`src/rtl/oams_pkg.sv`:
```
`default_nettype none

package oams_pkg;

  // Mode timeouts in milliseconds
  localparam logic [31:0] TurnTimeMs     = 32'd800;
  localparam logic [31:0] BypassTimeMs   = 32'd1500;
  localparam logic [31:0] RecoverTimeMs  = 32'd1000;
  localparam logic [31:0] SideHoldTimeMs = 32'd500;

  localparam logic signed [15:0] NominalSpeed = 16'sd300;

  // Q8 gains: 0.55 and 0.45
  localparam logic [22:0] GainBypassQ8  = 23'd141;
  localparam logic [22:0] GainRecoverQ8 = 23'd115;
  localparam logic [22:0] RoundHalfQ8   = 23'd128;

  localparam int unsigned CfgIdxW  = 3;
  localparam int unsigned CfgDataW = 16;

  typedef enum logic [CfgIdxW-1:0] {
    CFG_FRONT_STOP  = 3'd0,
    CFG_FRONT_SLOW  = 3'd1,
    CFG_SIDE_BLOCK  = 3'd2,
    CFG_SIDE_CLEAR  = 3'd3,
    CFG_SLOW_SPEED  = 3'd4,
    CFG_ASSIST_YAW  = 3'd5,
    CFG_RAMP_SPEED  = 3'd6,
    CFG_RAMP_YAW    = 3'd7
  } cfg_idx_e;

  typedef enum logic [2:0] {
    ASSIST_NONE    = 3'd0,
    ASSIST_SLOW    = 3'd1,
    ASSIST_PIVOT   = 3'd2,
    ASSIST_BYPASS  = 3'd3,
    ASSIST_RECOVER = 3'd4,
    ASSIST_VEER    = 3'd5
  } assist_e;

  // Register reset values
  localparam logic [15:0] FrontStopRst = 16'd300;
  localparam logic [15:0] FrontSlowRst = 16'd800;
  localparam logic [15:0] SideBlockRst = 16'd250;
  localparam logic [15:0] SideClearRst = 16'd500;
  localparam logic [14:0] SlowSpeedRst = 15'd150;
  localparam logic [14:0] AssistYawRst = 15'd800;
  localparam logic [14:0] RampSpdRst   = 15'd30;
  localparam logic [14:0] RampYawRst   = 15'd100;

endpackage

`default_nettype wire

```
`src/rtl/obstacle_avoid_motion_shaper.sv`:
```
`default_nettype none

// Channel   Direction  Handshake                  Payload
// -------   ---------  -------------------------  ------------------------------------
// in        input      in_valid_i / in_ready_o    now_ms, ranges, speed_in, yaw_rate_in
// out       output     out_valid_o / out_ready_i  speed_out, yaw_rate_out, assist_code,
//                                                 hold_release, hold_lock
// cfg       input      cfg_we_i (no wait)         cfg_idx_i, cfg_data_i
//
// One item per cycle sustained while out_ready_i is high. An item is held in the input register,
// then the mode logic and ramp compute its result into the output register.
// Reset clears the mode state, sets the ramp to nominal speed and loads register defaults.
// When the output is stalled, the input register holds its item and in_ready_o drops
// only once both stages are full.

module obstacle_avoid_motion_shaper (
  input  wire logic                            clk_i,
  input  wire logic                            rst_ni,
  input  wire logic                            cfg_we_i,
  input  wire logic [oams_pkg::CfgIdxW-1:0]    cfg_idx_i,
  input  wire logic [oams_pkg::CfgDataW-1:0]   cfg_data_i,
  input  wire logic                            in_valid_i,
  output logic                                 in_ready_o,
  input  wire logic [31:0]                     now_ms_i,
  input  wire logic [15:0]                     front_range_i,
  input  wire logic [15:0]                     left_range_i,
  input  wire logic [15:0]                     right_range_i,
  input  wire logic signed [15:0]              speed_in_i,
  input  wire logic signed [15:0]              yaw_rate_in_i,
  output logic                                 out_valid_o,
  input  wire logic                            out_ready_i,
  output logic signed [15:0]                   speed_out_o,
  output logic signed [15:0]                   yaw_rate_out_o,
  output logic [2:0]                           assist_code_o,
  output logic                                 hold_release_o,
  output logic                                 hold_lock_o
);

  typedef enum logic [2:0] {
    MODE_NONE    = 3'd0,
    MODE_PIVOT   = 3'd1,
    MODE_BYPASS  = 3'd2,
    MODE_RECOVER = 3'd3,
    MODE_VEER    = 3'd4
  } mode_e;

  // Configuration registers
  logic [15:0] front_stop_q, front_slow_q, side_block_q, side_clear_q;
  logic [14:0] slow_speed_q, assist_yaw_q, ramp_spd_step_q, ramp_yaw_step_q;

  always_ff @(posedge clk_i or negedge rst_ni) begin
    if (!rst_ni) begin
      front_stop_q    <= oams_pkg::FrontStopRst;
      front_slow_q    <= oams_pkg::FrontSlowRst;
      side_block_q    <= oams_pkg::SideBlockRst;
      side_clear_q    <= oams_pkg::SideClearRst;
      slow_speed_q    <= oams_pkg::SlowSpeedRst;
      assist_yaw_q    <= oams_pkg::AssistYawRst;
      ramp_spd_step_q <= oams_pkg::RampSpdRst;
      ramp_yaw_step_q <= oams_pkg::RampYawRst;
    end else if (cfg_we_i) begin
      unique case (oams_pkg::cfg_idx_e'(cfg_idx_i))
        oams_pkg::CFG_FRONT_STOP: front_stop_q    <= cfg_data_i;
        oams_pkg::CFG_FRONT_SLOW: front_slow_q    <= cfg_data_i;
        oams_pkg::CFG_SIDE_BLOCK: side_block_q    <= cfg_data_i;
        oams_pkg::CFG_SIDE_CLEAR: side_clear_q    <= cfg_data_i;
        oams_pkg::CFG_SLOW_SPEED: slow_speed_q    <= cfg_data_i[14:0];
        oams_pkg::CFG_ASSIST_YAW: assist_yaw_q    <= cfg_data_i[14:0];
        oams_pkg::CFG_RAMP_SPEED: ramp_spd_step_q <= cfg_data_i[14:0];
        oams_pkg::CFG_RAMP_YAW:   ramp_yaw_step_q <= cfg_data_i[14:0];
        default: ;
      endcase
    end
  end

  // Input register
  logic               s1_valid_q;
  logic [31:0]        now_q;
  logic [15:0]        front_q, left_q, right_q;
  logic signed [15:0] spd_in_q, yaw_in_q;
  logic               s1_adv;

  assign s1_adv     = s1_valid_q && (!out_valid_o || out_ready_i);
  assign in_ready_o = !s1_valid_q || s1_adv;

  always_ff @(posedge clk_i or negedge rst_ni) begin
    if (!rst_ni) begin
      s1_valid_q <= 1'b0;
    end else if (in_ready_o) begin
      s1_valid_q <= in_valid_i;
    end
  end

  always_ff @(posedge clk_i) begin
    if (in_valid_i && in_ready_o) begin
      now_q    <= now_ms_i;
      front_q  <= front_range_i;
      left_q   <= left_range_i;
      right_q  <= right_range_i;
      spd_in_q <= speed_in_i;
      yaw_in_q <= yaw_rate_in_i;
    end
  end

  // Mode state
  mode_e              mode_q, mode_d;
  logic               side_pos_q, side_pos_d;  // 1: turn right (+1), 0: left (-1)
  logic [31:0]        start_q, start_d;
  logic               held_q, held_d;
  logic signed [15:0] ramp_spd_q, ramp_spd_d;
  logic signed [15:0] ramp_yaw_q, ramp_yaw_d;
  logic               out_valid_q;
  logic signed [15:0] spd_out_q, yaw_out_q, spd_res, yaw_res;
  oams_pkg::assist_e  code_q, code;
  logic               rel_q, lock_q, rel, lock;

  logic               left_wall, right_wall;
  logic [31:0]        elapsed;
  logic [22:0]        byp_prod, rec_prod;
  logic signed [15:0] aw_pos, aw_neg, byp_pos, byp_neg, rec_pos, rec_neg, sv;
  logic signed [15:0] v, w;
  logic               assisted;
  logic signed [16:0] d_spd, d_yaw, c_spd, c_yaw, stp_spd, stp_yaw;
  logic signed [16:0] sum_spd, sum_yaw;

  assign left_wall  = (left_q < side_block_q) && (right_q > side_clear_q);
  assign right_wall = (right_q < side_block_q) && (left_q > side_clear_q);
  assign elapsed    = now_q - start_q;

  assign byp_prod = {8'd0, assist_yaw_q} * oams_pkg::GainBypassQ8 + oams_pkg::RoundHalfQ8;
  assign rec_prod = {8'd0, assist_yaw_q} * oams_pkg::GainRecoverQ8 + oams_pkg::RoundHalfQ8;

  assign aw_pos  = $signed({1'b0, assist_yaw_q});
  assign aw_neg  = -aw_pos;
  assign byp_pos = $signed({1'b0, byp_prod[22:8]});
  assign byp_neg = -byp_pos;
  assign rec_pos = $signed({1'b0, rec_prod[22:8]});
  assign rec_neg = -rec_pos;
  assign sv      = $signed({1'b0, slow_speed_q});

  always_comb begin
    mode_d     = mode_q;
    side_pos_d = side_pos_q;
    start_d    = start_q;
    held_d     = held_q;
    v          = spd_in_q;
    w          = yaw_in_q;
    code       = oams_pkg::ASSIST_NONE;
    assisted   = 1'b0;
    rel        = 1'b0;
    lock       = 1'b0;

    unique case (mode_q)
      MODE_NONE: begin
        if (front_q < front_stop_q) begin
          rel        = 1'b1;
          held_d     = 1'b1;
          side_pos_d = right_q > left_q;
          mode_d     = MODE_PIVOT;
          start_d    = now_q;
          v          = '0;
          w          = (right_q > left_q) ? aw_pos : aw_neg;
          code       = oams_pkg::ASSIST_PIVOT;
          assisted   = 1'b1;
        end else if (left_wall || right_wall) begin
          rel        = 1'b1;
          held_d     = 1'b1;
          side_pos_d = left_wall;
          mode_d     = MODE_VEER;
          start_d    = now_q;
          v          = sv;
          w          = left_wall ? aw_pos : aw_neg;
          code       = oams_pkg::ASSIST_VEER;
          assisted   = 1'b1;
        end else begin
          if (front_q < front_slow_q) begin
            // cap from above only
            if (spd_in_q > sv) v = sv;
            code     = oams_pkg::ASSIST_SLOW;
            assisted = 1'b1;
          end
          if (held_q) begin
            lock   = 1'b1;
            held_d = 1'b0;
          end
        end
      end
      MODE_PIVOT: begin
        rel      = 1'b1;
        held_d   = 1'b1;
        assisted = 1'b1;
        code     = oams_pkg::ASSIST_PIVOT;
        v        = '0;
        w        = side_pos_q ? aw_pos : aw_neg;
        if (elapsed >= oams_pkg::TurnTimeMs || front_q > front_slow_q) begin
          mode_d  = MODE_BYPASS;
          start_d = now_q;
        end
      end
      MODE_BYPASS: begin
        rel      = 1'b1;
        held_d   = 1'b1;
        assisted = 1'b1;
        code     = oams_pkg::ASSIST_BYPASS;
        v        = sv;
        w        = side_pos_q ? byp_pos : byp_neg;
        if (elapsed >= oams_pkg::BypassTimeMs || front_q < front_stop_q) begin
          mode_d  = MODE_RECOVER;
          start_d = now_q;
        end
      end
      MODE_RECOVER: begin
        rel      = 1'b1;
        held_d   = 1'b1;
        assisted = 1'b1;
        code     = oams_pkg::ASSIST_RECOVER;
        v        = sv;
        w        = side_pos_q ? rec_neg : rec_pos;
        if (elapsed >= oams_pkg::RecoverTimeMs) begin
          mode_d = MODE_NONE;
          lock   = 1'b1;
          held_d = 1'b0;
        end
      end
      MODE_VEER: begin
        rel      = 1'b1;
        held_d   = 1'b1;
        assisted = 1'b1;
        code     = oams_pkg::ASSIST_VEER;
        v        = sv;
        w        = side_pos_q ? aw_pos : aw_neg;
        // leave once the hold time is up and the wall that started the veer is gone
        if (elapsed >= oams_pkg::SideHoldTimeMs &&
            !(side_pos_q ? left_wall : right_wall)) begin
          mode_d = MODE_NONE;
          lock   = 1'b1;
          held_d = 1'b0;
        end
      end
      default: begin
        mode_d = MODE_NONE;
      end
    endcase
  end

  // Ramp: while assisted, step toward target by at most one step per item; else follow the target
  assign stp_spd = $signed({2'b00, ramp_spd_step_q});
  assign stp_yaw = $signed({2'b00, ramp_yaw_step_q});
  assign d_spd   = $signed({v[15], v}) - $signed({ramp_spd_q[15], ramp_spd_q});
  assign d_yaw   = $signed({w[15], w}) - $signed({ramp_yaw_q[15], ramp_yaw_q});

  always_comb begin
    if (d_spd > stp_spd)       c_spd = stp_spd;
    else if (d_spd < -stp_spd) c_spd = -stp_spd;
    else                       c_spd = d_spd;
    if (d_yaw > stp_yaw)       c_yaw = stp_yaw;
    else if (d_yaw < -stp_yaw) c_yaw = -stp_yaw;
    else                       c_yaw = d_yaw;
  end

  assign sum_spd = $signed({ramp_spd_q[15], ramp_spd_q}) + c_spd;
  assign sum_yaw = $signed({ramp_yaw_q[15], ramp_yaw_q}) + c_yaw;

  always_comb begin
    if (assisted) begin
      ramp_spd_d = sum_spd[15:0];
      ramp_yaw_d = sum_yaw[15:0];
    end else begin
      ramp_spd_d = v;
      ramp_yaw_d = w;
    end
    spd_res = ramp_spd_d;
    yaw_res = ramp_yaw_d;
  end

  always_ff @(posedge clk_i or negedge rst_ni) begin
    if (!rst_ni) begin
      mode_q      <= MODE_NONE;
      side_pos_q  <= 1'b0;
      start_q     <= '0;
      held_q      <= 1'b0;
      ramp_spd_q  <= oams_pkg::NominalSpeed;
      ramp_yaw_q  <= '0;
      out_valid_q <= 1'b0;
    end else begin
      if (s1_adv) begin
        mode_q     <= mode_d;
        side_pos_q <= side_pos_d;
        start_q    <= start_d;
        held_q     <= held_d;
        ramp_spd_q <= ramp_spd_d;
        ramp_yaw_q <= ramp_yaw_d;
      end
      if (!out_valid_q || out_ready_i) begin
        out_valid_q <= s1_valid_q;
      end
    end
  end

  always_ff @(posedge clk_i) begin
    if (s1_adv) begin
      spd_out_q <= spd_res;
      yaw_out_q <= yaw_res;
      code_q    <= code;
      rel_q     <= rel;
      lock_q    <= lock;
    end
  end

  assign out_valid_o    = out_valid_q;
  assign speed_out_o    = spd_out_q;
  assign yaw_rate_out_o = yaw_out_q;
  assign assist_code_o  = code_q;
  assign hold_release_o = rel_q;
  assign hold_lock_o    = lock_q;

endmodule

`default_nettype wire

```
`config.mk`:
```
export PLATFORM = sky130hd
export DESIGN_NAME = obstacle_avoid_motion_shaper
export DESIGN_NICKNAME = d
export VERILOG_FILES = /design/src/rtl/oams_pkg.sv /design/src/rtl/obstacle_avoid_motion_shaper.sv
export SDC_FILE = /design/constraint.sdc
export NUM_CORES = 1
export LEC_CHECK = 0
export ABC_CLOCK_PERIOD_IN_PS = 11250
export CAP_MARGIN = 10
export CORE_MARGIN = 8
export CORE_UTILIZATION = 49
export DETAILED_ROUTE_END_ITERATION = 7
export DONT_BUFFER_PORTS = 1
export HOLD_SLACK_MARGIN = 0.02
export PLACE_DENSITY = 0.77
export SYNTH_ARGS = -nofsm -noshare
export SYNTH_HDL_FRONTEND = slang
export SYNTH_SLANG_ARGS = --single-unit
```
`constraint.sdc`:
```
create_clock -name clk_i -period 11.25 [get_ports clk_i]
set_input_delay 1.6875 -clock clk_i [delete_from_list [all_inputs] [get_ports clk_i]]
set_output_delay 1.6875 -clock clk_i [all_outputs]
set_load 0.01 [all_outputs]
```
# Word-level counts from Yosys, hierarchy flattened
# Cells that the tools add are included.
[word_totals]
reg_bits = 344
wordCells = 162
input_bits = 136
out_inout_bits = 39
[op_classes]
order_cmp = 17
n_mux = 54
n_addsub = 12
mul = 2
eq_ne = 16
reduce_logical = 34
[ops]
columns = ["operator", "n"]
rows = [
  ["2-to-1 mux 16 bit", 17],
  ["2-to-1 mux 32 bit", 4],
  ["one-hot mux 32 bit (3 select lines)", 1],
  ["> comparator 16 bit", 5],
  ["greater-or-equal comparator 32 x 10 -> 1 bit, second input constant", 2],
  ["< comparator 16 bit", 4],
  ["one-hot mux 16 bit (4 select lines)", 1],
  ["negator 15 -> 16 bit", 3],
  ["one-hot mux 16 bit (3 select lines)", 1],
  ["> comparator 17 x 16 -> 1 bit", 2],
  ["< comparator 17 bit", 2],
  ["negator 15 -> 17 bit", 2],
  ["subtractor 16 x 16 -> 17 bit", 2],
  ["adder 16 bit", 2],
  ["greater-or-equal comparator 32 x 11 -> 1 bit, second input constant", 1],
  ["greater-or-equal comparator 32 x 9 -> 1 bit, second input constant", 1],
  ["subtractor 32 bit", 1],
  ["one-hot mux 3 bit (5 select lines)", 2],
  ["2-to-1 mux 3 bit", 8],
  ["adder 22 x 8 -> 23 bit, second input constant", 1],
  ["adder 23 x 8 -> 23 bit, second input constant", 1],
  ["multiplier 15 x 8 -> 23 bit, second input constant", 1],
  ["multiplier 15 x 7 -> 22 bit, second input constant", 1],
  ["AND reduction 2 bit", 9],
  ["other kinds (22)", 61],
]

# Depth between registers and ports, before layout
# Gate-level depths: netlist of the first run.
[depth]
word_depth = 12
depth_mapped = 54
ltp_nobuf = 53

# Worst setup path after synthesis of the first run
# No wires, ideal clock.
[synth_path]
path_type = "register to register"
start = "register assist_yaw_q[4]"
end = "register ramp_yaw_q[14]"
required_time_ps = 11125
n_path_buf = 2
setup_slack_ps = 154
period_less_slack_ps = 11096
path_stages_with_launch = 52
setup_time_ps = 125
t_arrival_ps = 10972
path_cell_list = "dfrtp_1 -> clkbuf_1 -> inv_1 -> fa_1 -> inv_1 -> fa_1 -> fa_1 -> inv_1 -> fa_1 -> inv_1 -> ha_1 -> a21o_1 -> a221o_1 -> a211oi_1 -> or2_2 -> nand3_1 -> o21ai_0 -> xnor2_1 -> (+16 left out) -> o31ai_1 -> and3_1 -> nor3_1 -> clkbuf_1 -> o31ai_1 -> ha_1 -> fa_1 -> a21o_1 -> a21oi_1 -> o21ai_0 -> a31o_2 -> a31o_2 -> a31o_2 -> a21o_1 -> a21oi_1 -> xor2_1 -> o22ai_1 -> mux2_2"
[synth_via]
elab_chain_cells = 11
elab_cells_between_ends = 22
cone_classes = "7 x add/sub; 2 x mul; 2 x order compare; 11 x mux"
[synth_rtl]
columns = ["element", "line_no", "rtl"]
rows = [
  ["start: declaration", "obstacle_avoid_motion_shaper.sv:49", "logic [14:0] slow_speed_q, assist_yaw_q, ramp_spd_step_q, ramp_yaw_step_q;"],
  ["start signal: assignment", "obstacle_avoid_motion_shaper.sv:58", "assist_yaw_q <= oams_pkg::AssistYawRst;"],
  ["start signal: assignment", "obstacle_avoid_motion_shaper.sv:68", "oams_pkg::CFG_ASSIST_YAW: assist_yaw_q <= cfg_data_i[14:0];"],
  ["multiplier 15 x 8 -> 23 bit (tied with other cells)", "obstacle_avoid_motion_shaper.sv:130", "assign byp_prod = {8'd0, assist_yaw_q} * oams_pkg::GainBypassQ8 + oams_pkg::RoundHalfQ8;"],
  ["adder 23 x 8 -> 23 bit (tied with other cells)", "obstacle_avoid_motion_shaper.sv:130", ""],
  ["negator 15 -> 16 bit (tied with other cells)", "obstacle_avoid_motion_shaper.sv:136", "assign byp_neg = -byp_pos;"],
  ["2-to-1 mux 16 bit, on equally long branches", "obstacle_avoid_motion_shaper.sv:206, obstacle_avoid_motion_shaper.sv:155, obstacle_avoid_motion_shaper.sv:218", ""],
  ["one-hot mux 16 bit (4 select lines) *", "obstacle_avoid_motion_shaper.sv:153", "unique case (mode_q)"],
  ["subtractor 16 x 16 -> 17 bit", "obstacle_avoid_motion_shaper.sv:250", "assign d_yaw = $signed({w[15], w}) - $signed({ramp_yaw_q[15], ramp_yaw_q});"],
  ["< comparator 17 bit", "obstacle_avoid_motion_shaper.sv:257", "else if (d_yaw < -stp_yaw) c_yaw = -stp_yaw;"],
  ["2-to-1 mux 16 bit", "obstacle_avoid_motion_shaper.sv:257", ""],
  ["2-to-1 mux 16 bit", "obstacle_avoid_motion_shaper.sv:256", "if (d_yaw > stp_yaw) c_yaw = stp_yaw;"],
  ["adder 16 bit", "obstacle_avoid_motion_shaper.sv:262", "assign sum_yaw = $signed({ramp_yaw_q[15], ramp_yaw_q}) + c_yaw;"],
  ["2-to-1 mux 16 bit *", "obstacle_avoid_motion_shaper.sv:265", "if (assisted) begin"],
  ["via ramp_yaw_d[14]", "obstacle_avoid_motion_shaper.sv:111", "logic signed [15:0] ramp_yaw_q, ramp_yaw_d;"],
  ["end signal: assignment", "obstacle_avoid_motion_shaper.sv:292", "ramp_yaw_q <= ramp_yaw_d;"],
  ["end: declaration", "obstacle_avoid_motion_shaper.sv:111", ""],
]
# The timed path passes the listed nets; every way through them passes the cells marked *.
# A chain may end at the register's enable or synchronous reset.

# Final worst setup path of the first run
[layout_path]
start = "register assist_yaw_q[1]"
end = "register ramp_yaw_q[14]"
# The elaborated chain is that of the path after synthesis.

==> flow_metrics.env, run 1 <==
export IMPL_synth_area_um2=30500
export IMPL_timing_final_crit_share=0.971
export IMPL_synth_nets=3826
export IMPL_portBuffers=0
export IMPL_grt_pass1_wl_mm=135
export IMPL_first_global_vias=23556
export IMPL_synth_async_reset_ratio=0.567
export IMPL_cts_sinks=344
export IMPL_synthToLayoutAreaGrowth_pct=9.88
export IMPL_netlist_area_leader_share=0.170
export IMPL_drc=0
export IMPL_routed_wirelength_mm=88.1
export IMPL_post_dp_cell_area_um2=31800
export IMPL_reg2reg_setup_slack_ns=0.33
export IMPL_drtIter0Drc=2320
export IMPL_htreeDepth=2
export IMPL_hold_viol=0
export IMPL_design_core_area_um2=61600
export IMPL_drive_gt1_frac=0.146
export IMPL_critPathLaunch="assist_yaw_q[1]$_DFFE_PN0P_"
export IMPL_grt_ovfl_total=0
export IMPL_cts_hold_buf=0
export IMPL_skew_ns=0.0331
export IMPL_cp_end_kind="flip-flop"
export IMPL_cp_arrival_ns=11.36
export IMPL_dieArea_um2=70400
export IMPL_fin_util=0.544
export IMPL_die_x_um=265
export IMPL_max_cap_viol_count=0
export IMPL_slew_viol_final=0
export IMPL_drtPass1Iterations=6
export IMPL_num_vias=24735
export IMPL_r2r_start="assist_yaw_q[1]$_DFFE_PN0P_"
export IMPL_ys_ff_latch=344
export IMPL_row_count=91
export IMPL_startpoint_type="flip-flop"
export IMPL_yosysWarningCount=0
export IMPL_top_regs="now_q x32, start_q x32"
export IMPL_syn_inst=3215
export IMPL_syn_area_per_cell_um2=9.48
export IMPL_status="completed"
export IMPL_yosysMostFrequentCell="ha_1"
export IMPL_design_area_um2=33500
export IMPL_clock_latency_ns=0.59
export IMPL_synth_largest_area_cell="ha_1"
export IMPL_grt_usage=0.242
export IMPL_nNetsFinal=3862
export IMPL_numCtsBuffers=39
export IMPL_ys_top_cells_by_area="ha_1, edfxtp_1, dfrtp_1"
export IMPL_synth_edf_count=149
export IMPL_max_stage_delay_ns=0.50
export IMPL_post_route_min_period_ns=10.92
export IMPL_synth_cell_types=112
export IMPL_critPathKind="reg2reg"
export IMPL_grt_max_degree=196
export IMPL_critPathCapture="ramp_yaw_q[14]$_DFFE_PN0P_"
export IMPL_initial_utilization=0.495
export IMPL_synth_seq_area_share=0.308
export IMPL_cts_root_buf="clkbuf_16"
export IMPL_synth_common_cells="ha_1, inv_1, o21ai_0"
export IMPL_die_h_um=265
export IMPL_critPathSlowestCell="fa_1"
export IMPL_cts_tree="yes"
export IMPL_wire_per_inst_um=21.4
export IMPL_via_per_inst=6.00
export IMPL_ant_nets=0
export IMPL_fmax_mhz=91.6
export IMPL_dp_hpwl_mm=67.6
export IMPL_grt_antenna_before_repair=11
export IMPL_rsz0062_at_grt="true"
export IMPL_finalSetupViolations=0
export IMPL_slew_headroom=0.230
export IMPL_globalplace_congestion=0.995
export IMPL_reg2reg_to="ramp_yaw_q[14]$_DFFE_PN0P_"
export IMPL_cts_buffer_depth=3
export IMPL_worst_slew_pin_slew_ns=1.15
export IMPL_synthFlopType="dfrtp_1"
export IMPL_required_ns=11.69
export IMPL_fill_cells=5463
export IMPL_hold_class="reg2reg"
export IMPL_io_pins=175
export IMPL_cp_max_fo=6
export IMPL_clkSlewWorstSetupHoldPaths_ns=0.07
export IMPL_ff2ff_path_depth=50
worst min path at each step:
| stage | startpoint | end | slack [ns] | depth (start not counted) |
|---|---|---|---|---|
| 4_1_cts | s1_valid_q$_DFFE_PN0N_ | out_valid_o$_DFFE_PN0P_ | 0.50 | 1 |
| 2_1_floorplan | s1_valid_q$_DFFE_PN0N_ | out_valid_o$_DFFE_PN0P_ | 0.46 | 1 |
| 5_1_grt | front_stop_q[0]$_DFFE_PN0P_ | front_stop_q[0]$_DFFE_PN0P_ | 0.52 | 1 |
| 3_3_place_gp | s1_valid_q$_DFFE_PN0N_ | out_valid_o$_DFFE_PN0P_ | 0.47 | 1 |
| 3_5_place_dp | front_stop_q[0]$_DFFE_PN0P_ | front_stop_q[0]$_DFFE_PN0P_ | 0.49 | 1 |
| 6_report | front_stop_q[0]$_DFFE_PN0P_ | front_stop_q[0]$_DFFE_PN0P_ | 0.50 | 1 |
critical path, delay by kind of cell, from the launching register on:
kind	cells	cell delay, ns
AO/OA/AOI/OAI	25	4.71
adder cells (fa/ha/maj)	9	3.27
AND/OR/NAND/NOR	6	0.95
buffers and inverters	6	0.64
flip-flops	1	0.46
XOR/XNOR	3	0.44
multiplexers	1	0.28
cell families (layout without fill, tap and decap cells):
kind of cell | count (synthesis) | after routing | share of synthesized area
xor+xnor | 172 | 172 | 0.0499
buf+inv | 469 | 534 | 0.0600
fa+ha+maj | 475 | 475 | 0.210
flops | 344 | 344 | 0.308
mux | 161 | 161 | 0.0622
compound gates | 839 | 840 | 0.185
other cells | 0 | 2 | 0
simple gates | 755 | 755 | 0.125
through the flow:
| stage | hold WS [ns] | worst slack [ns] | instances | TNS, ns |
|---|---|---|---|---|
| 2_1_floorplan | 0.457 | 0.154 | 3215 | 0 |
| 3_3_place_gp | 0.473 | 0.0860 | 4028 | 0 |
| 3_5_place_dp | 0.489 | -0.0763 | 4028 | -0.0763 |
| 4_1_cts | 0.499 | -0.00575 | 4100 | -0.00575 |
| 5_1_grt | 0.516 | -0.179 | 4118 | -0.300 |
| 6_report | 0.501 | 0.329 | 4120 | 0 |
cells in the final DEF, fill, tap and decap left out, drive strengths merged, types with 34 or more instances in the layout:
cell and instances:
a21o 83, a21oi 199, a31oi 40, buf 102, clkbuf 50, dfrtp 158
dfstp 37, edfxtp 149, fa 60, ha 415, inv 362, mux2 140
nand2 188, nand2b 36, nand3 55, nand4 43, nor2 191, nor2b 34
nor3 51, o21ai 203, xnor2 116, xor2 55
repair_timing:
action	4_1_cts	5_1_grt
endpoints found under the setup margin	4	27
gates cloned	0	2
gates resized for setup	3	80
buffers inserted	1	16
pin swaps	1	23
metal layers:
layer / wire length (um) / global-route usage / vias up
met5: 87 / 0 / -
met4: 3360 / 0.0821 / 12
met3: 7770 / 0.0525 / 203
met2: 38000 / 0.371 / 982
met1: 39000 / 0.336 / 11839
li1: - / - / 11699
cell type report:
type	instances	area [um^2]	share of cell area
diodes	2	5.00	0.000149
clock buffers	48	1010	0.0301
clock inverters	23	225	0.00672
inverters	359	1350	0.0403
multi-input cells	2403	19600	0.586
flip-flops and latches	344	9400	0.281
well taps	837	1050	0.0313
repair buffers	104	832	0.0248
Power of run 1 is not shown: default switching activity piles up to over one toggle a cycle in this logic, so the estimate is an artifact.
==> run 2: changes to the inputs <==
--- a/config.mk
+++ b/config.mk
@@ -12,7 +12,7 @@
 export DETAILED_ROUTE_END_ITERATION = 7
 export DONT_BUFFER_PORTS = 1
 export HOLD_SLACK_MARGIN = 0.02
-export PLACE_DENSITY = 0.77
+export PLACE_DENSITY = 0.62
 export SYNTH_ARGS = -nofsm -noshare
 export SYNTH_HDL_FRONTEND = slang
 export SYNTH_SLANG_ARGS = --single-unit
==> flow_metrics.env, run 2 (synthesis results as in run 1) <==
export IMPL_critPathSlowestCell="dfstp_2"
export IMPL_grt_ovfl_total=0
export IMPL_post_route_min_period_ns=10.87
export IMPL_cts_tree="yes"
export IMPL_grt_pass1_wl_mm=143
export IMPL_worst_hold_slack_ns=0.497
export IMPL_first_global_vias=24725
export IMPL_timing_final_crit_share=0.967
export IMPL_slew_headroom=0.263
export IMPL_wl_met3_mm=5.16
export IMPL_hold_viol=0
export IMPL_drtIter0Drc=1815
export IMPL_cts_sinks=344
export IMPL_die_x_um=265
export IMPL_num_vias=24874
export IMPL_layout_commonest_cell="ha_1"
export IMPL_io_pins=175
export IMPL_mostFrequentLayoutCells="ha_1, inv_1, nor2_1"
export IMPL_routed_wirelength_mm=93.5
export IMPL_critPathKind="reg2reg"
export IMPL_seqCellArea_um2=9400
export IMPL_fmax_mhz=92.0
export IMPL_die_h_um=265
export IMPL_hold_class="reg2reg"
export IMPL_startpoint_type="flip-flop"
export IMPL_multi_input_area_um2=19700
export IMPL_drive_gt1_frac=0.175
export IMPL_met2WireLength_mm=44.1
export IMPL_fin_util=0.560
export IMPL_drt_met1_wl_mm=41.3
export IMPL_htreeDepth=2
export IMPL_globalplace_congestion=0.946
export IMPL_cts_buffer_depth=3
export IMPL_setup_tns_ns=0
export IMPL_initial_utilization=0.495
export IMPL_required_ns=11.60
export IMPL_ant_nets=0
export IMPL_slew_viol_final=0
export IMPL_cp_max_fo=5
export IMPL_row_count=91
export IMPL_max_stage_delay_ns=0.55
export IMPL_clock_latency_ns=0.61
export IMPL_nNetsFinal=3954
export IMPL_top_regs="now_q x32, start_q x32"
export IMPL_dieArea_um2=70400
export IMPL_max_cap_viol_count=0
export IMPL_cp_arrival_ns=11.22
export IMPL_dp_hpwl_mm=72.1
export IMPL_grt_max_degree=196
export IMPL_design_core_area_um2=61600
export IMPL_worst_slew_pin_slew_ns=1.10
export IMPL_cp_end_kind="flip-flop"
export IMPL_clkSlewWorstSetupHoldPaths_ns=0.06
export IMPL_dr_max_layer_used="met5"
export IMPL_synthToLayoutAreaGrowth_pct=13.2
export IMPL_numCtsBuffers=43
export IMPL_drtPass1Iterations=6
export IMPL_finalSetupViolations=0
export IMPL_status="completed"
export IMPL_wire_per_inst_um=22.2
export IMPL_via_per_inst=5.90
export IMPL_skew_ns=0.0239
export IMPL_portBuffers=0
export IMPL_cts_root_buf="clkbuf_16"
export IMPL_grt_usage=0.257
export IMPL_crit_top_cell="a21o_1"
export IMPL_fill_cells=5547
export IMPL_drc=0
export IMPL_grt_antenna_before_repair=8
run 2: critical path: cells and delay by family (launching register included):
kind | cells | cell delay (ns)
AO/OA/AOI/OAI | 24 | 4.22
adder cells (fa/ha/maj) | 10 | 3.44
buffers and inverters | 10 | 1.14
AND/OR/NAND/NOR | 5 | 0.66
XOR/XNOR | 4 | 0.56
flip-flops | 1 | 0.55
run 2: cell type report:
class                   count  area share
multi-input cells        2403       0.571
flip-flops and latches    344       0.273
repair buffers            192      0.0432
inverters                 359      0.0391
clock buffers              53      0.0341
well taps                 837      0.0304
clock inverters            27     0.00969
diodes                      2    0.000145
run 2: through the flow:
stage	setup slack (ns)	instance area [um^2]	cells
after detailed placement	-0.102	32500	4123
after floorplan	0.154	30500	3215
after CTS	0.0123	34000	4204
final	0.375	34500	4217
after global routing	-0.0832	34500	4215
after global placement	0.0909	32500	4123
run 2: layer usage:
metal  vias up  GRT usage
met2       708      0.427
met5         -          0
met1     12141      0.341
met3       148     0.0441
li1      11871          -
met4         6     0.0794
run 2: what timing repair did:
action / CTS / global route
pin swaps: 3 / 33
gates cloned: 0 / 1
gates resized for setup: 5 / 86
setup buffers: 1 / 10
setup endpoints to repair: 5 / 25
hold buffers: 0 / 0
run 2: path summary, 6_finish.rpt:
check,startpoint,to,slack (ns),depth (start not counted)
max reg2reg,assist_yaw_q[5]$_DFFE_PN1P_,yaw_rate_out_o[14]$_DFFE_PP_,0.38,53
min,front_stop_q[0]$_DFFE_PN0P_,front_stop_q[0]$_DFFE_PN0P_,0.50,1
max,assist_yaw_q[5]$_DFFE_PN1P_,yaw_rate_out_o[14]$_DFFE_PP_,0.38,53
max in group asynchronous,rst_ni,assist_yaw_q[9]$_DFFE_PN1P_,10.12,0
min in group asynchronous,rst_ni,side_block_q[0]$_DFFE_PN0P_,0.77,0
min reg2reg,front_stop_q[0]$_DFFE_PN0P_,front_stop_q[0]$_DFFE_PN0P_,0.50,1
Power of run 2 is left out for the same reason.
